**config.mk**
```make
export PLATFORM = sky130hd
export DESIGN_NAME = coverage_alpha_over_blend
export DESIGN_NICKNAME = d
export VERILOG_FILES = /design/src/design/cao_pkg.sv /design/src/design/cao_alpha.sv /design/src/design/cao_mix.sv /design/src/design/cao_div.sv /design/src/design/coverage_alpha_over_blend.sv
export SDC_FILE = /design/constraint.sdc
export NUM_CORES = 2
export LEC_CHECK = 0
export CORE_MARGIN = 3
export CORE_UTILIZATION = 61
export CTS_BUF_LIST = sky130_fd_sc_hd__clkbuf_8
export DETAILED_ROUTE_END_ITERATION = 8
export DONT_BUFFER_PORTS = 1
export PLACE_DENSITY = 0.91
export SYNTH_ARGS = -nofsm -noshare
export SYNTH_HDL_FRONTEND = slang
export SYNTH_SLANG_ARGS = --single-unit
```
**constraint.sdc**
```tcl
create_clock -name clk -period 9.4 [get_ports clk]
set_input_delay 0 -clock clk [delete_from_list [all_inputs] [get_ports clk]]
set_output_delay 0 -clock clk [all_outputs]
set_load 0.01 [all_outputs]
```
**src/design/cao_pkg.sv**
```systemverilog
// ----------------------------------------------------------------------------
// cao_pkg
// Shared types, constants and the divide-by-255 helper for the coverage blend.
// ----------------------------------------------------------------------------
package cao_pkg;

	localparam logic [7:0] CHAN_MAX = 8'hFF;

	// register indexes of the configuration port
	typedef enum logic [1:0] {
		REG_TEXT_ALPHA = 2'd0,
		REG_TEXT_RED   = 2'd1,
		REG_TEXT_GREEN = 2'd2,
		REG_TEXT_BLUE  = 2'd3
	} cfg_idx_t;

	// three color lanes: 0 red, 1 green, 2 blue
	typedef logic [2:0][7:0]  rgb_t;
	typedef logic [2:0][16:0] num3_t;

	typedef struct packed {
		logic [7:0] sa;
		logic [7:0] q;   // floor(da * (255 - sa) / 255)
		logic [7:0] r;   // remainder of the above
		logic [7:0] oa;
	} alpha_t;

	// zero-coverage pass-through data
	typedef struct packed {
		logic zero;
		rgb_t dc;
	} byp_t;

	typedef struct packed {
		logic [8:0] q;
		logic [7:0] r;
	} quot_t;

	// floor(x / 255) and x mod 255 for a 16-bit value: reciprocal estimate,
	// which is low by at most one, then a single correction
	function automatic quot_t div255(input logic [15:0] x);
		logic [16:0] t;
		logic [8:0]  qe;
		logic [16:0] re;
		quot_t       res;
		t  = {1'b0, x} + {9'b0, x[15:8]};
		qe = t[16:8];
		re = {1'b0, x} - ({qe, 8'b0} - {8'b0, qe});
		if (re >= 17'd255) begin
			res.q = qe + 9'd1;
			res.r = 8'(re - 17'd255);
		end else begin
			res.q = qe;
			res.r = re[7:0];
		end
		return res;
	endfunction

endpackage

```
**src/design/cao_alpha.sv**
```systemverilog
// ----------------------------------------------------------------------------
// cao_alpha
// Stages 1-4: source alpha, destination weight and output alpha.
// ----------------------------------------------------------------------------
module cao_alpha (
	input  logic             clk,
	input  logic [3:0]       en,
	input  logic [7:0]       coverage,
	input  logic [7:0]       dest_alpha,
	input  cao_pkg::rgb_t    dest_rgb,
	input  logic [7:0]       text_alpha,
	output cao_pkg::alpha_t  alpha_s4,
	output cao_pkg::byp_t    byp_s4
);

	logic [15:0]    prod_s1;
	logic [7:0]     da_s1;
	cao_pkg::byp_t  byp_s1;

	logic [7:0]     sa_s2;
	logic [7:0]     da_s2;
	cao_pkg::byp_t  byp_s2;

	logic [15:0]    x_s3;
	logic [7:0]     sa_s3;
	cao_pkg::byp_t  byp_s3;

	cao_pkg::quot_t sa_div;
	cao_pkg::quot_t x_div;

	always_comb begin
		sa_div = cao_pkg::div255(prod_s1);
		x_div  = cao_pkg::div255(x_s3);
	end

	always_ff @(posedge clk) begin
		if (en[0]) begin
			prod_s1     <= 16'(coverage) * 16'(text_alpha);
			da_s1       <= dest_alpha;
			byp_s1.zero <= (coverage == 8'd0);
			byp_s1.dc   <= dest_rgb;
		end
		if (en[1]) begin
			sa_s2  <= sa_div.q[7:0];
			da_s2  <= da_s1;
			byp_s2 <= byp_s1;
		end
		if (en[2]) begin
			x_s3   <= 16'(da_s2) * 16'(cao_pkg::CHAN_MAX - sa_s2);
			sa_s3  <= sa_s2;
			byp_s3 <= byp_s2;
		end
		if (en[3]) begin
			alpha_s4.sa <= sa_s3;
			alpha_s4.q  <= x_div.q[7:0];
			alpha_s4.r  <= x_div.r;
			alpha_s4.oa <= sa_s3 + x_div.q[7:0];
			byp_s4      <= byp_s3;
		end
	end

endmodule

```
**src/design/cao_mix.sv**
```systemverilog
// ----------------------------------------------------------------------------
// cao_mix
// Stages 5-7: per-lane weighted sum of text and destination color.
// ----------------------------------------------------------------------------
module cao_mix (
	input  logic             clk,
	input  logic [2:0]       en,
	input  cao_pkg::alpha_t  alpha_s4,
	input  cao_pkg::byp_t    byp_s4,
	input  cao_pkg::rgb_t    text_rgb,
	output cao_pkg::num3_t   num_s7,
	output logic [7:0]       oa_s7,
	output cao_pkg::byp_t    byp_s7
);

	logic [2:0][15:0] m1_s5;
	logic [2:0][15:0] m2_s5;
	logic [2:0][15:0] m3_s5;
	logic [7:0]       oa_s5;
	cao_pkg::byp_t    byp_s5;

	logic [2:0][16:0] s12_s6;
	logic [2:0][7:0]  d3_s6;
	logic [7:0]       oa_s6;
	cao_pkg::byp_t    byp_s6;

	cao_pkg::quot_t   m3_div [3];

	// dc*da*(255-sa)/255 = dc*q + floor(dc*r/255), with q, r from stage 4
	always_comb begin
		for (int i = 0; i < 3; i++) begin
			m3_div[i] = cao_pkg::div255(m3_s5[i]);
		end
	end

	always_ff @(posedge clk) begin
		if (en[0]) begin
			for (int i = 0; i < 3; i++) begin
				m1_s5[i] <= 16'(text_rgb[i]) * 16'(alpha_s4.sa);
				m2_s5[i] <= 16'(byp_s4.dc[i]) * 16'(alpha_s4.q);
				m3_s5[i] <= 16'(byp_s4.dc[i]) * 16'(alpha_s4.r);
			end
			oa_s5  <= alpha_s4.oa;
			byp_s5 <= byp_s4;
		end
		if (en[1]) begin
			for (int i = 0; i < 3; i++) begin
				s12_s6[i] <= 17'(m1_s5[i]) + 17'(m2_s5[i]);
				d3_s6[i]  <= m3_div[i].q[7:0];
			end
			oa_s6  <= oa_s5;
			byp_s6 <= byp_s5;
		end
		if (en[2]) begin
			for (int i = 0; i < 3; i++) begin
				num_s7[i] <= s12_s6[i] + 17'(d3_s6[i]);
			end
			oa_s7  <= oa_s6;
			byp_s7 <= byp_s6;
		end
	end

endmodule

```
**src/design/cao_div.sv**
```systemverilog
// ----------------------------------------------------------------------------
// cao_div
// Stages 8-10: restoring division of each lane sum by output alpha, three
// quotient bits per stage, then the zero-coverage and zero-alpha selects.
// ----------------------------------------------------------------------------
module cao_div (
	input  logic            clk,
	input  logic [2:0]      en,
	input  cao_pkg::num3_t  num_s7,
	input  logic [7:0]      oa_s7,
	input  cao_pkg::byp_t   byp_s7,
	output logic [7:0]      alpha_s10,
	output cao_pkg::rgb_t   rgb_s10
);

	typedef struct packed {
		logic [16:0] rem;
		logic [8:0]  quo;
	} step_t;

	// sum < 512 * oa, so nine quotient bits cover it
	function automatic step_t div_step3(input step_t st, input logic [7:0] oa,
			input int top_bit);
		step_t       s;
		logic [16:0] d;
		s = st;
		for (int k = 0; k < 3; k++) begin
			d = 17'(oa) << (top_bit - k);
			if (s.rem >= d) begin
				s.rem = s.rem - d;
				s.quo = {s.quo[7:0], 1'b1};
			end else begin
				s.quo = {s.quo[7:0], 1'b0};
			end
		end
		return s;
	endfunction

	step_t         st_s8 [3];
	logic [7:0]    oa_s8;
	cao_pkg::byp_t byp_s8;

	step_t         st_s9 [3];
	logic [7:0]    oa_s9;
	cao_pkg::byp_t byp_s9;

	step_t         nx8 [3];
	step_t         nx9 [3];
	step_t         nx10 [3];
	cao_pkg::rgb_t rgb_nx;

	always_comb begin
		for (int i = 0; i < 3; i++) begin
			nx8[i]  = div_step3({num_s7[i], 9'd0}, oa_s7, 8);
			nx9[i]  = div_step3(st_s8[i], oa_s8, 5);
			nx10[i] = div_step3(st_s9[i], oa_s9, 2);
			if (byp_s9.zero) begin
				rgb_nx[i] = byp_s9.dc[i];
			end else if (oa_s9 == 8'd0) begin
				rgb_nx[i] = 8'd0;
			end else begin
				rgb_nx[i] = nx10[i].quo[7:0];
			end
		end
	end

	always_ff @(posedge clk) begin
		if (en[0]) begin
			for (int i = 0; i < 3; i++) begin
				st_s8[i] <= nx8[i];
			end
			oa_s8  <= oa_s7;
			byp_s8 <= byp_s7;
		end
		if (en[1]) begin
			for (int i = 0; i < 3; i++) begin
				st_s9[i] <= nx9[i];
			end
			oa_s9  <= oa_s8;
			byp_s9 <= byp_s8;
		end
		if (en[2]) begin
			alpha_s10 <= oa_s9;
			rgb_s10   <= rgb_nx;
		end
	end

endmodule

```
**src/design/coverage_alpha_over_blend.sv**
```systemverilog
// ----------------------------------------------------------------------------
// coverage_alpha_over_blend
// Source-over blend of a glyph coverage sample in the text color onto an
// ARGB8888 destination pixel.
// ----------------------------------------------------------------------------
// Takes one item per clock unless out_ready stalls the full pipeline. It is
// a ten-stage pipeline: four stages for the alpha terms, three for the
// per-channel weighted sums, and three for the division by output alpha,
// which retires three quotient bits per stage. Stalls from out_ready are
// absorbed by any empty stage, so in_ready stays high while the pipeline has
// a bubble. Text color registers are written through the cfg port at any
// time; cfg_ready is always high and writes should land while no item is in
// flight.
module coverage_alpha_over_blend (
	input  logic       clk,
	input  logic       arst_n,
	input  logic       in_valid,
	output logic       in_ready,
	input  logic [7:0] coverage,
	input  logic [7:0] dest_alpha,
	input  logic [7:0] dest_red,
	input  logic [7:0] dest_green,
	input  logic [7:0] dest_blue,
	output logic       out_valid,
	input  logic       out_ready,
	output logic [7:0] blended_alpha,
	output logic [7:0] blended_red,
	output logic [7:0] blended_green,
	output logic [7:0] blended_blue,
	input  logic       cfg_valid,
	output logic       cfg_ready,
	input  logic [1:0] cfg_index,
	input  logic [7:0] cfg_data
);

	localparam int NSTAGE = 10;

	logic [7:0] text_alpha_q;
	logic [7:0] text_red_q;
	logic [7:0] text_green_q;
	logic [7:0] text_blue_q;

	logic [NSTAGE-1:0] vld_q;
	logic [NSTAGE-1:0] ld;

	cao_pkg::rgb_t   dest_rgb;
	cao_pkg::rgb_t   text_rgb;
	cao_pkg::alpha_t alpha_s4;
	cao_pkg::byp_t   byp_s4;
	cao_pkg::num3_t  num_s7;
	logic [7:0]      oa_s7;
	cao_pkg::byp_t   byp_s7;
	cao_pkg::rgb_t   rgb_s10;

	assign cfg_ready = 1'b1;

	always_ff @(posedge clk or negedge arst_n) begin
		if (!arst_n) begin
			text_alpha_q <= cao_pkg::CHAN_MAX;
			text_red_q   <= cao_pkg::CHAN_MAX;
			text_green_q <= cao_pkg::CHAN_MAX;
			text_blue_q  <= cao_pkg::CHAN_MAX;
		end else if (cfg_valid) begin
			case (cao_pkg::cfg_idx_t'(cfg_index))
				cao_pkg::REG_TEXT_ALPHA: text_alpha_q <= cfg_data;
				cao_pkg::REG_TEXT_RED:   text_red_q   <= cfg_data;
				cao_pkg::REG_TEXT_GREEN: text_green_q <= cfg_data;
				cao_pkg::REG_TEXT_BLUE:  text_blue_q  <= cfg_data;
				default: ;
			endcase
		end
	end

	// a stage loads when it is empty or its item moves on
	always_comb begin
		ld[NSTAGE-1] = !vld_q[NSTAGE-1] || out_ready;
		for (int k = NSTAGE - 2; k >= 0; k--) begin
			ld[k] = !vld_q[k] || ld[k+1];
		end
	end

	always_ff @(posedge clk or negedge arst_n) begin
		if (!arst_n) begin
			vld_q <= '0;
		end else begin
			if (ld[0]) begin
				vld_q[0] <= in_valid;
			end
			for (int k = 1; k < NSTAGE; k++) begin
				if (ld[k]) begin
					vld_q[k] <= vld_q[k-1];
				end
			end
		end
	end

	assign in_ready  = ld[0];
	assign out_valid = vld_q[NSTAGE-1];

	assign dest_rgb = {dest_blue, dest_green, dest_red};
	assign text_rgb = {text_blue_q, text_green_q, text_red_q};

	cao_alpha u_alpha (
		.clk        (clk),
		.en         (ld[3:0]),
		.coverage   (coverage),
		.dest_alpha (dest_alpha),
		.dest_rgb   (dest_rgb),
		.text_alpha (text_alpha_q),
		.alpha_s4   (alpha_s4),
		.byp_s4     (byp_s4)
	);

	cao_mix u_mix (
		.clk      (clk),
		.en       (ld[6:4]),
		.alpha_s4 (alpha_s4),
		.byp_s4   (byp_s4),
		.text_rgb (text_rgb),
		.num_s7   (num_s7),
		.oa_s7    (oa_s7),
		.byp_s7   (byp_s7)
	);

	cao_div u_div (
		.clk       (clk),
		.en        (ld[9:7]),
		.num_s7    (num_s7),
		.oa_s7     (oa_s7),
		.byp_s7    (byp_s7),
		.alpha_s10 (blended_alpha),
		.rgb_s10   (rgb_s10)
	);

	assign blended_red   = rgb_s10[0];
	assign blended_green = rgb_s10[1];
	assign blended_blue  = rgb_s10[2];

endmodule
```
==> impl_results.md <==
- Status: complete, no violations
- Final HPWL DP: 126400 um
- Worst Path Max Fanout: 17
- Die H: 348.9 um
- Antenna violations before repair: 5
- Clk root buf: clkbuf_8
- Final min period: 8.508 ns
- Multi-input combinational cell area: 43010 um2
- First-pass GRT wire length: 277500 um
- Final WS setup: 0.8920 ns
- H-tree Lvls: 4
- Hold WS: 0.05004 ns
- Top FF cell, synth: edfxtp_1
- HP Class: input pin to register
- Syn_area_per_cell: 10.25 um2
- Largest net degree at the start of global routing: 85
- CTS Sinks: 828
- Top post-synthesis cells by area: edfxtp_1, ha_1, fa_1, inv_1, xnor2_1
- CP max stage delay: 0.93 ns
- Initial core utilization: 61.62%
- Share of flip-flops with an asynchronous set or reset: 5.072%
- Fill count: 8126
- FMAX: 0.1175 GHz
- Cell accounting for the most synthesized area: edfxtp_1
- Setup violators final: 0
- Post-Syn Nets: 8360
- Synthesis Warnings: 0
- Crit path launch type: register
- Yosys cell types: 100
- Total iterations of the first detailed-routing run: 7
- Top-area cell type share of the netlist area: 32.92%
- Post-synth EDFFs: 786
- Gate count after technology mapping: 6995
- FP Rows: 125
- Total gr overflow: 0
- Worst relative slew slack: 19.24%
- Pre-CTS setup slack: 0.4167 ns
- Vias in the first global route: 54780
- Yosys reg bits: 828
- Nets: 8522
- I/O Pins: 90
- Register area: 24690 um2
- Die area: 121700 um2
- Vias/cell: 6.006
- Period utilization: 90.51%
- # DRC: 0
- Placer Congestion: 0.9746
- Max layer used: met5
- Skew-Pair Late Insertion Delay: 0.89 ns
- Setup Skew: 0.05795 ns
- TritonCTS Buffers: 140
- Wirelength per Cell: 19.52 um
- Share of cells above drive strength 1: 6.019%
- Slowest cell on crit path: or4b_2
- Core Region: 116400 um2
- Most numerous cell in the Yosys netlist: inv_1
- Worst setup EP type: register
- TNS Setup: 0 ns
- CTS tree: yes
- Chip width: 348.9 um
- Worst Path Buf+Inv: 2
- Delay-heaviest family, CP: compound AO/OA/AOI/OAI gates
- Slew at the pin closest to its max-slew limit: 1.211 ns
- Clock Path Buffers: 3
- Antenna-violating nets left: 0
- Max-capacitance violation count: 0
- Commonest cells in the netlist: inv_1, ha_1, edfxtp_1
- Synth-to-Final Area Change: 7.864%
- Hold Vio Cnt, Final: 0
- Buffers on Ports: 0
- Seq/Total Area, Yosys: 34.44%
- Wire length on met2: 82790 um
- Final wirelength: 171500 um
- Detailed Route Iter0 Violations: 3978
- Post-Syn Area: 71710 um2
- Data required time of the critical path: 10.00 ns
- Via count: 52780
- WP data arrival: 9.11 ns
- RSZ-0062 raised after global routing: no
- Met1 wire length: 66110 um
- CTS clock-pin slew for the worst setup and hold paths: 0.06 ns
- GRT Util Overall: 28.33%
- Crit path kind: register to register
- Slew Limit Fails: 0
- Met3 wire len: 12240 um
## path summary, 6_finish.rpt
path | start | to | slack [ns] | depth (start not counted)
worst max-delay path | u_mix.num_s7[9] | u_div.st_s8[0][16] | 0.89 | 31
worst min-delay path | coverage[7] | u_alpha.prod_s1[10] | 0.05 | 5
worst max register to register | u_mix.num_s7[9] | u_div.st_s8[0][16] | 0.89 | 31
worst min register to register | u_alpha.byp_s2[22] | u_alpha.byp_s3[22] | 0.39 | 0
max in group asynchronous | arst_n | text_red_q[2] | 8.67 | 4
min in group asynchronous | arst_n | vld_q[8] | 0.45 | 4
## per-stage QoR
step / cells / util (%) / instance area (um2)
2_1_floorplan: 6995 / - / 71710
3_3_place_gp: 8428 / 63.11 / 73440
3_5_place_dp: 8428 / 63.11 / 73440
4_1_cts: 8783 / 66.45 / 77330
5_1_grt: 8785 / 66.46 / 77340
6_report: 8788 / 66.47 / 77340
## cell families after synthesis
family,Yosys count,share of synthesized area (%)
flip-flops,828,34.44
XOR/XNOR,454,5.545
buffers and inverters,1068,5.636
AO/OA/AOI/OAI,1159,10.30
multiplexers,148,2.281
AND/OR/NAND/NOR,2027,14.47
other,1,0.005230
adder cells (fa/ha/maj),1310,27.33
## per-layer routing
metal | up-vias | track usage [%]
li1 | 24500 | -
met1 | 25380 | 33.67
met2 | 2231 | 48.39
met3 | 656 | 5.441
met4 | 6 | 15.78
met5 | - | 0
## worst min-delay path: stages
cell	delay, ns
and2_1	0.11
ha_1	0.18
fa_1	0.19
ha_1	0.19
xnor2_1	0.12
## sequential cells by signal, summed over array words and instances, names as in the netlist, 16 cells and up
register          count
u_div.rgb_s10        24
u_mix.byp_s5         25
u_alpha.alpha_s4     32
u_div.st_s9          66
u_mix.num_s7         51
u_alpha.byp_s1       25
u_mix.s12_s6         51
u_div.byp_s8         25
u_mix.d3_s6          24
u_mix.byp_s7         25
u_mix.m1_s5          48
u_alpha.byp_s2       25
u_div.byp_s9         25
u_mix.m2_s5          48
u_mix.m3_s5          48
u_alpha.byp_s3       25
u_mix.byp_s6         25
u_div.st_s8          57
u_alpha.x_s3         16
u_alpha.prod_s1      16
u_alpha.byp_s4       25
## cell type report
cell class              instances  share of cell area (%)
well taps                    1524                   2.465
diodes                          4                 0.01294
multi-input cells            5099                   55.60
inverters                     934                   4.538
clock buffers                 143                   2.545
clock inverters               102                   1.014
repair buffers                154                   1.896
flip-flops and latches        828                   31.93
## cell usage in the layout, fill, tap and decap left out, types with 60 or more instances in the layout
cell           instances
and2_1               387
nor2b_1              145
nand4_1               62
nor2_1               352
ha_1                 883
xor2_1                97
a21o_1               124
fa_1                 427
xnor2_1              357
o21a_1                60
a21oi_1              328
clkbuf_8             143
nor3_1               111
dlygate4sd3_1        108
edfxtp_1             786
nand2b_1             115
nand3_1               71
o21ai_0              282
inv_1                967
mux2_2               105
nand2_1              553
## timing repair
action	CTS	global route
hold buffers	110	0
gates resized for setup	0	3
setup buffers	0	1
endpoints found under the hold margin	174	0
endpoints found under the setup margin	0	12
Power is left out: the tool's default activity adds up to more than one toggle a clock period on the data nets, which glitch-free logic cannot reach.
